===== src/rcbe_pkg.sv =====
// ============================================================================
// rcbe_pkg: shared definitions for the RGBA canvas blend engine
// Store geometry, command and blend codes, channel words and the control
// word passed from the sequencer to the channel blend unit.
// ============================================================================
package rcbe_pkg;

    // Store geometry.
    localparam int MAX_WIDTH   = 64;
    localparam int MAX_HEIGHT  = 64;
    localparam int STORE_DEPTH = MAX_WIDTH * MAX_HEIGHT;
    localparam int ADDR_W      = (STORE_DEPTH > 1) ? $clog2(STORE_DEPTH) : 1;

    // Widths of pixels, register fields and clipped coordinates.
    localparam int PIX_W  = 32;
    localparam int CHAN_W = 8;
    localparam int REG_W  = 7;
    localparam int DIM_W  = 9;
    localparam int CFG_IDX_W = 2;

    // Register reset values.
    localparam logic [REG_W-1:0] CANVAS_RESET = 7'd64;

    // Register indexes on the configuration port.
    localparam logic [CFG_IDX_W-1:0] CFG_WIDTH  = 2'd0;
    localparam logic [CFG_IDX_W-1:0] CFG_HEIGHT = 2'd1;

    typedef enum logic [1:0] {
        CMD_PIXEL = 2'd0,
        CMD_RECT  = 2'd1,
        CMD_READ  = 2'd2,
        CMD_FILL  = 2'd3
    } cmd_op_t;

    typedef enum logic [1:0] {
        BLEND_REPLACE = 2'd0,
        BLEND_ALPHA   = 2'd1,
        BLEND_ADD     = 2'd2,
        BLEND_AVG     = 2'd3
    } blend_mode_t;

    // Command word.
    typedef struct packed {
        cmd_op_t     command;
        logic [7:0]  pos_x;
        logic [7:0]  pos_y;
        logic [7:0]  rect_w;
        logic [7:0]  rect_h;
        logic [31:0] color;
        blend_mode_t blend_mode;
    } cmd_t;

    // Response word.
    typedef struct packed {
        logic [31:0] pixel_value;
        logic        in_range;
    } rsp_t;

    // Control from the sequencer to the channel blend unit.
    typedef struct packed {
        blend_mode_t mode;
        logic [1:0]  chan;
        logic        load_prod;
    } blend_ctrl_t;

endpackage


===== src/rcbe_blend_unit.sv =====
// ============================================================================
// rcbe_blend_unit: shared per-channel blend arithmetic
// Works on one 8-bit channel at a time. The alpha mode takes two steps: the
// product sum is registered, then divided by 255 through a reciprocal add.
// ============================================================================
module rcbe_blend_unit
(
    input  logic                              clk,
    input  rcbe_pkg::blend_ctrl_t             ctrl,
    input  logic [rcbe_pkg::PIX_W-1:0]        dst,
    input  logic [rcbe_pkg::PIX_W-1:0]        src,
    output logic [rcbe_pkg::CHAN_W-1:0]       res
);

    logic [7:0]  d;
    logic [7:0]  s;
    logic [7:0]  sa;
    logic [15:0] prod_next;
    logic [15:0] prod_reg;
    logic [16:0] div_sum;
    logic [8:0]  quot;
    logic [8:0]  pair_sum;
    logic [9:0]  alpha_sum;

    // Channel select; channel zero is alpha in the low byte.
    assign d  = dst[ctrl.chan * rcbe_pkg::CHAN_W +: rcbe_pkg::CHAN_W];
    assign s  = src[ctrl.chan * rcbe_pkg::CHAN_W +: rcbe_pkg::CHAN_W];
    assign sa = src[7:0];

    // Product step: d*s for alpha, weighted sum for the color channels.
    always_comb
    begin
        if (ctrl.chan == 2'd0)
        begin
            prod_next = {8'd0, d} * {8'd0, s};
        end
        else
        begin
            prod_next = {8'd0, d} * {8'd0, 8'd255 - sa} + {8'd0, s} * {8'd0, sa};
        end
    end

    always_ff @(posedge clk)
    begin
        if (ctrl.load_prod)
        begin
            prod_reg <= prod_next;
        end
    end

    // Exact division by 255 for any value below 65535, so for every product sum.
    assign div_sum   = {1'b0, prod_reg} + 17'd1 + {9'd0, prod_reg[15:8]};
    assign quot      = div_sum[16:8];
    assign pair_sum  = {1'b0, d} + {1'b0, s};
    assign alpha_sum = {2'b00, d} + {2'b00, s} - {1'b0, quot};

    // Result select by blend mode.
    always_comb
    begin
        case (ctrl.mode)
            rcbe_pkg::BLEND_REPLACE:
            begin
                res = s;
            end
            rcbe_pkg::BLEND_ALPHA:
            begin
                res = (ctrl.chan == 2'd0) ? alpha_sum[7:0] : quot[7:0];
            end
            rcbe_pkg::BLEND_ADD:
            begin
                res = pair_sum[8] ? 8'd255 : pair_sum[7:0];
            end
            default:
            begin
                res = pair_sum[8:1];
            end
        endcase
    end

endmodule


===== config.mk =====
export PLATFORM = sky130hd
export DESIGN_NAME = rcbe_blend_unit
export DESIGN_NICKNAME = d
export VERILOG_FILES = /design/src/rcbe_pkg.sv /design/src/rcbe_blend_unit.sv
export SDC_FILE = /design/constraint.sdc
export NUM_CORES = 1
export LEC_CHECK = 0
export BUFFER_PORTS_ARGS = -buffer_cell sky130_fd_sc_hd__buf_2
export CORE_UTILIZATION = 45
export DETAILED_ROUTE_END_ITERATION = 10
export PLACE_DENSITY = 0.72
export SLEW_MARGIN = 10
export SYNTH_ARGS = -nofsm -noshare
export SYNTH_HDL_FRONTEND = slang
export SYNTH_SLANG_ARGS = --single-unit
export TNS_END_PERCENT = 20

===== constraint.sdc =====
create_clock -name clk -period 25.9 [get_ports clk]
set_clock_uncertainty 0.1 [all_clocks]
set_input_delay 6.475 -clock clk [delete_from_list [all_inputs] [get_ports clk]]
set_output_delay 6.475 -clock clk [all_outputs]
set_load 0.1 [all_outputs]

After elaboration in Yosys (flattened, before gate mapping)
Index checks and enable logic that the tools add are counted.
{ "totals": {"register_bits": 16, "inputBits": 70, "elab_cells": 21} }
{ "classes": {"addsub": 7, "n_mul": 3, "n_eq_ne": 2, "shifts": 2, "n_mux": 4, "reduce_logical": 2} }
{ "ops": {"columns": ["op", "count"], "rows": [
  ["$shiftx A32 B6 Y8", 2],
  ["$mul A8 B8 Y16", 3],
  ["$pmux W8 S3", 1],
  ["$add A16 B1 Y16 const B", 1],
  ["$add A16 B16 Y16", 1],
  ["$add A16 B8 Y16", 1],
  ["$mux W16", 1],
  ["$mux W8", 2],
  ["$add A8 B8 Y9", 1],
  ["$add A8 B8 Y8", 1],
  ["$sub A8 B8 Y8", 1],
  ["$sub A8 B8 Y8 const A", 1],
  ["$logic_not A2 Y1", 2],
  ["$eq A2 B1 Y1 const B", 1],
  ["$eq A2 B2 Y1 const B", 1]
]} }

Logic depth before layout (Yosys ltp)
Gate-level depths: netlist (run 1).
{ "depth": {"depth_word": 5, "ltp_mapped": 26, "ltp_nobuf": 24} }

Least setup slack after synthesis (run 1)
Ideal clock, no wire load.
{ "synth_path": {"path_type": "input-to-output", "from": "input port ctrl[1] in the netlist's numbering", "to": "output port res[1] in the netlist's numbering", "t_arrival_ps": 11159, "slack_ps": 8166, "stages": 10, "path_buffers": 2, "cell_sequence": "buf_2 buf_4 mux2_2 o21ai_1 inv_1 fa_1 fa_1 nor2_1 a21o_1 a221oi_1"} }
{ "synth_via": {"elab_chain_cells": 5, "elab_cells_between_ends": 9} }
{ "synth_rtl": {"columns": ["item", "line_no", "source"], "rows": [
  ["start: declaration", "rcbe_blend_unit.sv:9", "input rcbe_pkg::blend_ctrl_t ctrl,"],
  ["$shiftx A32 B6 Y8, on equally long branches", "rcbe_blend_unit.sv:26, rcbe_blend_unit.sv:27", null],
  ["$add A8 B8 Y8", "rcbe_blend_unit.sv:55", "assign alpha_sum = {2'b00, d} + {2'b00, s} - {1'b0, quot};"],
  ["$sub A8 B8 Y8", "rcbe_blend_unit.sv:55", null],
  ["$mux W8", "rcbe_blend_unit.sv:67", "res = (ctrl.chan == 2'd0) ? alpha_sum[7:0] : quot[7:0];"],
  ["$pmux W8 S3 (*)", "rcbe_blend_unit.sv:60", "case (ctrl.mode)"],
  ["end: declaration", "rcbe_blend_unit.sv:12", "output logic [rcbe_pkg::CHAN_W-1:0] res"]
]} }
Every way passes the cells marked *; elsewhere a longest branch is shown, timed or not.

Worst setup path in the final report (run 1)
{ "layout_path": {"from": "input port ctrl[1] in the netlist's numbering", "to": "output port res[7] in the netlist's numbering"} }
The elaborated chain is that of the path after synthesis.

==> run metrics, run 1 <==
max incr delay on CP between 0.7 and 0.8 ns; Rows 50; largest family of logic cells by synthesized area adder cells; Post-Synth Simple-Gate Area 15.8%; outcome completed; synth top area cells fa_1 32%, ha_1 17%, inv_1 9.2%; ant diodes 0; M2 GR Usage 39.5%; first-pass GRT wire length approximately 35000 um; CP Launch Type primary input; post-CTS setup buffer count 0; RSZ-0062 raised after global routing no; Max Root-Sink Buffers 2; Crit Path Max Fanout 22; max-cap violations 0; Cells on Worst Hold Path 1; Post-Syn Instances 1009; Final Wtd Congestion slightly below 0.9; total track usage 22.7%; CTS tree built; pin count of the biggest net entering global routing 26; Avg WL per Cell between 15 and 20 um; DR iter-0 viols ~380; Fin. Hold Viols 0; Initial DRT Pass Iterations 5; Synth Flop Type edfxtp_1; Die ar. roughly 20000 sq um; Top Usage Layer GRT met2; Core Region about 19000 sq um; vias in the first global route between 7k and 8k; Syn. warnings 0; top-area cell type share of the netlist area 32.0%; area delta synth->final 7.66%; max reg flops 16; Synth Area in XOR/XNOR under 10%; asr flop ratio synth 0%; Avg Cell Area, Syn 8.69 sq um; TNS Setup 0 ns; routed vias/inst about 5.2; Die Ht approximately 140 um; sequential cell area fraction in the yosys report roughly 5.5%; worst path required time 19.32 ns; IO Count roughly 80; Syn Std Cell Area 8770 sq um; vias between 6k and 7k; met1 usage between 30% and 40%; Worst slew margin ~31%; Setup-failing EPs final 0; final WL ~22000 um; f_max 0.0573 GHz; die width roughly 140 um; Final min period between 15 and 20 ns; Final ANT Viol Nets 0; post-synth net total approximately 1.3k; Tightest Pin Transition around 1.0 ns; register area approximately 480 sq um; Filler cells ~1.8k; worst min-delay path category in -> reg; cell with the most instances after synthesis inv_1; WP data arrival around 11 ns; crit-path cells buf_2 > mux2_2 > o21ai_1 > buf_4 > inv_1 > fa_1 > ha_1 > and3_1 > a2111oi_0 > a21oi_1 > xnor2_1 > nand2_1 > xnor2_1 > o31ai_2 > buf_2; Area after DPL approximately 9400 sq um; Final nets 1392; Synth top cells by count 216 x inv_1, 140 x fa_1, 121 x ha_1; Distinct cells, synth 55; grt total ovfl 0; Compound-Gate Fraction of Synth Area 9.43%; share of cells above drive strength 1 between 10% and 20%; Final Cell Area between 9000 and 10000 sq um; area occupied by multi-input gates around 7300 sq um; H-tree depth 1; met3 Track Usage GR approximately 1.7%; initial antenna violation count 0; Clk pin slew, worst setup/hold paths 0.04 ns; IO Port Bufs 77; WS Path Type in -> out; Num CTS Buffers 3; Max stage delay cell, worst path a2111oi_0; post-DP HPWL ~18000 um; crit share post-route roughly 67%; adder-cell share of the synthesized area 49.2%; EDFF count, synth 16; root buffer cell clkbuf_16; number of synthesized register bits 16; Critical Path End Type output port; DRC viols 0; mux contribution to synthesized area approximately 4.5%; Sink Count 16; Synth area leader fa_1; initial core utilization 46.4%; Slew Limit Fails 0; cts hold-fix bufs 0; post-cts resize count 0
cells by family after synthesis:
group / after synthesis
AO/OA/AOI/OAI: 124
XOR/XNOR: 46
adder cells (fa/ha/maj): 261
buffers and inverters: 251
flip-flops: 16
multiplexers: 23
other: 1
AND/OR/NAND/NOR: 287
stage by stage:
step | hold WS (ns) | utilization (%) | setup slack (ns) | instances
final | 6.55 | 50.0 | 8.44 | 1320
after global routing | 6.57 | 50.0 | 8.00 | 1320
after CTS | 6.56 | 50.0 | 8.51 | 1320
after detailed placement | 6.81 | 49.6 | 8.52 | 1316
after global placement | 6.80 | 49.6 | 8.62 | 1316
after floorplan | 6.49 | - | 8.17 | 1009
final timing paths:
check / start / endpoint
max: ctrl[1] / res[7]
min: ctrl[0] / prod_reg[3]$_DFFE_PP_
routing by layer:
| metal | wire (um) | vias up |
|---|---|---|
| li1 | - | 3278 |
| met1 | 9430 | 3370 |
| met2 | 10800 | 245 |
| met3 | 1240 | 32 |
| met4 | 450 | 0 |
| met5 | 0 | - |
layout make-up:
cell class                      count  share of cell area (%)
Multi-Input combinational cell    742                    77.6
Inverter                          218                    8.69
Sequential cell                    16                    5.09
Timing Repair Buffer               80                    4.32
Tap cell                          260                    3.45
Clock buffer                        3                   0.795
Clock inverter                      1                  0.0398
cell usage in the layout (no fill, tap or decap), types with 3 or more instances in the layout:
master,n
o21bai_1,5
nor2_1,72
or2_2,5
o21ai_0,17
inv_1,216
a2111oi_0,4
edfxtp_1,16
xnor2_1,25
a21o_1,7
nor2b_1,19
mux4_2,12
mux2_2,4
a31oi_1,5
mux2i_1,6
ha_1,121
and3_1,6
nand2b_1,25
o22ai_1,5
a21oi_1,37
buf_2,77
o21a_1,7
clkbuf_16,3
xor2_1,21
nor3_1,6
a211oi_1,4
fa_1,140
and2_1,57
o211ai_1,9
buf_4,3
o21ai_1,6
nand3_1,7
nand2_1,85
critical path, delay by kind of cell:
kind                     cells  cell delay, ns
multiplexers                 1            0.40
adder cells (fa/ha/maj)      2            0.75
AND/OR/NAND/NOR              2            0.30
AO/OA/AOI/OAI                4            1.20
buffers and inverters        4            1.35
XOR/XNOR                     2            0.38
Power of run 1 is left out: the tool's default activity adds up to more than one toggle a clock period on the data nets, which glitch-free logic cannot reach.
==> run 2: changes to the inputs <==
--- a/config.mk
+++ b/config.mk
@@ -5,6 +5,7 @@
 export SDC_FILE = /design/constraint.sdc
 export NUM_CORES = 1
 export LEC_CHECK = 0
+export ABC_AREA = 1
 export BUFFER_PORTS_ARGS = -buffer_cell sky130_fd_sc_hd__buf_2
 export CORE_UTILIZATION = 45
 export DETAILED_ROUTE_END_ITERATION = 10
==> constraint.sdc (replaced) <==
create_clock -name clk -period 16.26 [get_ports clk]
set_clock_uncertainty 0.1 [all_clocks]
set_input_delay 4.065 -clock clk [delete_from_list [all_inputs] [get_ports clk]]
set_output_delay 4.065 -clock clk [all_outputs]
set_load 0.1 [all_outputs]
==> run metrics, run 2 <==
outcome completed; number of synthesized register bits 16; worst path required time roughly 12 ns; Avg WL per Cell around 16 um; Setup WS pre-CTS 3.89 ns; cts hold-fix bufs 0; Post-Syn Instances 1229; max-cap violations 0; Core Region 19400 sq um; grt total ovfl 0; initial core utilization between 40% and 50%; Worst slew margin roughly two fifths; Syn Std Cell Area 8890 sq um; Syn. warnings 0; max reg flops 16; ant diodes 0; Sink Count 16; CP Launch Type primary input; Setup-failing EPs final 0; Fin. Hold Viols 0; Distinct cells, synth 39; pin count of the biggest net entering global routing between 40 and 50; top-area cell type share of the netlist area around a third; Setup WS post-layout ~3.8 ns; CTS tree built; Clk pin slew, worst setup/hold paths about 0.050 ns; EDFF count, synth 16; IO Port Bufs 77; WS Path Type in -> out; Area after DPL around 9500 sq um; crit share post-route 76.5%; Hold Path End prod_reg[11]$_DFFE_PP_; Synth Flop Type edfxtp_1; sequential cell area fraction in the yosys report 5.40%; Final nets between 1.5k and 2k; DR iter-0 viols between 500 and 600; worst min-delay path category in -> reg; vias in the first global route 7850; Final ANT Viol Nets 0; die width 143 um; Num CTS Buffers 3; post-DP HPWL about 21000 um; Die Ht between 100 and 150 um; post-CTS setup buffer count 0; Avg Cell Area, Syn between 7 and 8 sq um; H-tree depth 1; area delta synth->final 7.12%; Critical Path End Type output port; Tightest Pin Transition a little over 0.9 ns; f_max around 0.08 GHz; Final Cell Area ~9500 sq um; initial antenna violation count 0; first-pass GRT wire length 39700 um; Die ar. between 20000 and 25000 sq um; DRC viols 0; post-cts resize count 0; Rows just over 50; root buffer cell clkbuf_16; Synth top cells by count 270 x nand2_1, 265 x inv_1, 140 x fa_1; worst hold path startpoint ctrl[0]; Final Wtd Congestion between 0.9 and 1; TNS Setup 0 ns; post-synth net total 1560; final WL between 20000 and 30000 um; Max Root-Sink Buffers 2; RSZ-0062 raised after global routing no; total track usage 25.6%; routed vias/inst 5.22; Crit Path Max Fanout 41; synth top area cells fa_1 32%, ha_1 17%, nand2_1 11%; asr flop ratio synth 0%; share of cells above drive strength 1 roughly 7.4%; WP data arrival about 8.3 ns; cell with the most instances after synthesis nand2_1; IO Count 78; Final min period 12.44 ns; Synth area leader fa_1; commonest non-fill, non-tap cells in the layout 270 x nand2_1, 265 x inv_1, 140 x fa_1; vias between 8k and 9k; Cells on Worst Hold Path 1; Initial DRT Pass Iterations 7; Slew Limit Fails 0; commonest non-fill, non-tap cell in the layout nand2_1
run 2: cell count changes after synthesis, moves of 14 or more:
cell / delta
nand2b_1: -25
nor2b_1: -19
nand2_1: +185
nor2_1: +67
and2_1: -54
nand3_1: +51
xnor2_1: -16
o21ai_0: +32
inv_1: +49
a21oi_1: +17
clkbuf_1: -14
run 2: worst max-delay path by stage:
stage	start	to	slack, ns
2_1_floorplan	ctrl[2]	res[5]	4.27
3_3_place_gp	ctrl[1]	res[6]	4.06
3_5_place_dp	ctrl[1]	res[6]	3.89
4_1_cts	ctrl[1]	res[6]	3.92
5_1_grt	ctrl[1]	res[6]	3.53
6_report	ctrl[1]	res[6]	3.82
run 2: stage by stage:
stage,util [%],hold WS [ns],instances
2_1_floorplan,-,4.08,1229
3_3_place_gp,48.7,4.40,1540
3_5_place_dp,48.7,4.41,1540
4_1_cts,49.1,4.16,1543
5_1_grt,49.1,4.17,1543
6_report,49.1,4.15,1543
run 2: area by class of cell:
class / instances / area, sq um
Fill cell: 1966 / 9870
Multi-Input combinational cell: 903 / 7210
Inverter: 279 / 1050
Sequential cell: 16 / 480
Timing Repair Buffer: 77 / 385
Tap cell: 265 / 332
Clock buffer: 3 / 75.1
run 2: cells by family after synthesis:
logic type	count (synthesis)	synth area share, %
flops	16	5.40
fa+ha+maj	261	48.5
compound gates	122	7.34
simple gates	496	22.9
buf+inv	310	13.6
xor+xnor	23	2.26
other cells	1	0.0422
run 2: critical path, stage by stage:
cell      delay, ns
buf_2          0.51
inv_2          0.33
nand2_1        0.15
nand3_1        0.07
nand2_1        0.41
clkinv_1       0.47
fa_1           0.62
fa_1           0.42
nand2_1        0.08
nand2_1        0.05
nand2_1        0.05
nand2_1        0.06
nand2_1        0.07
a21oi_1        0.08
nor2_1         0.09
nand2_1        0.05
nand3_1        0.07
nand3_1        0.08
nand4_1        0.10
buf_2          0.43
run 2: per-layer routing:
metal  vias to the layer above  global-route usage, %  routed length (um)
li1                       3841                      -                   -
met1                      3776                   33.2               10200
met2                       381                   41.8               11300
met3                        53                   5.42                2480
met4                         0                   9.79                1050
met5                         -                      0                   0
Power of run 2 is left out for the same reason.
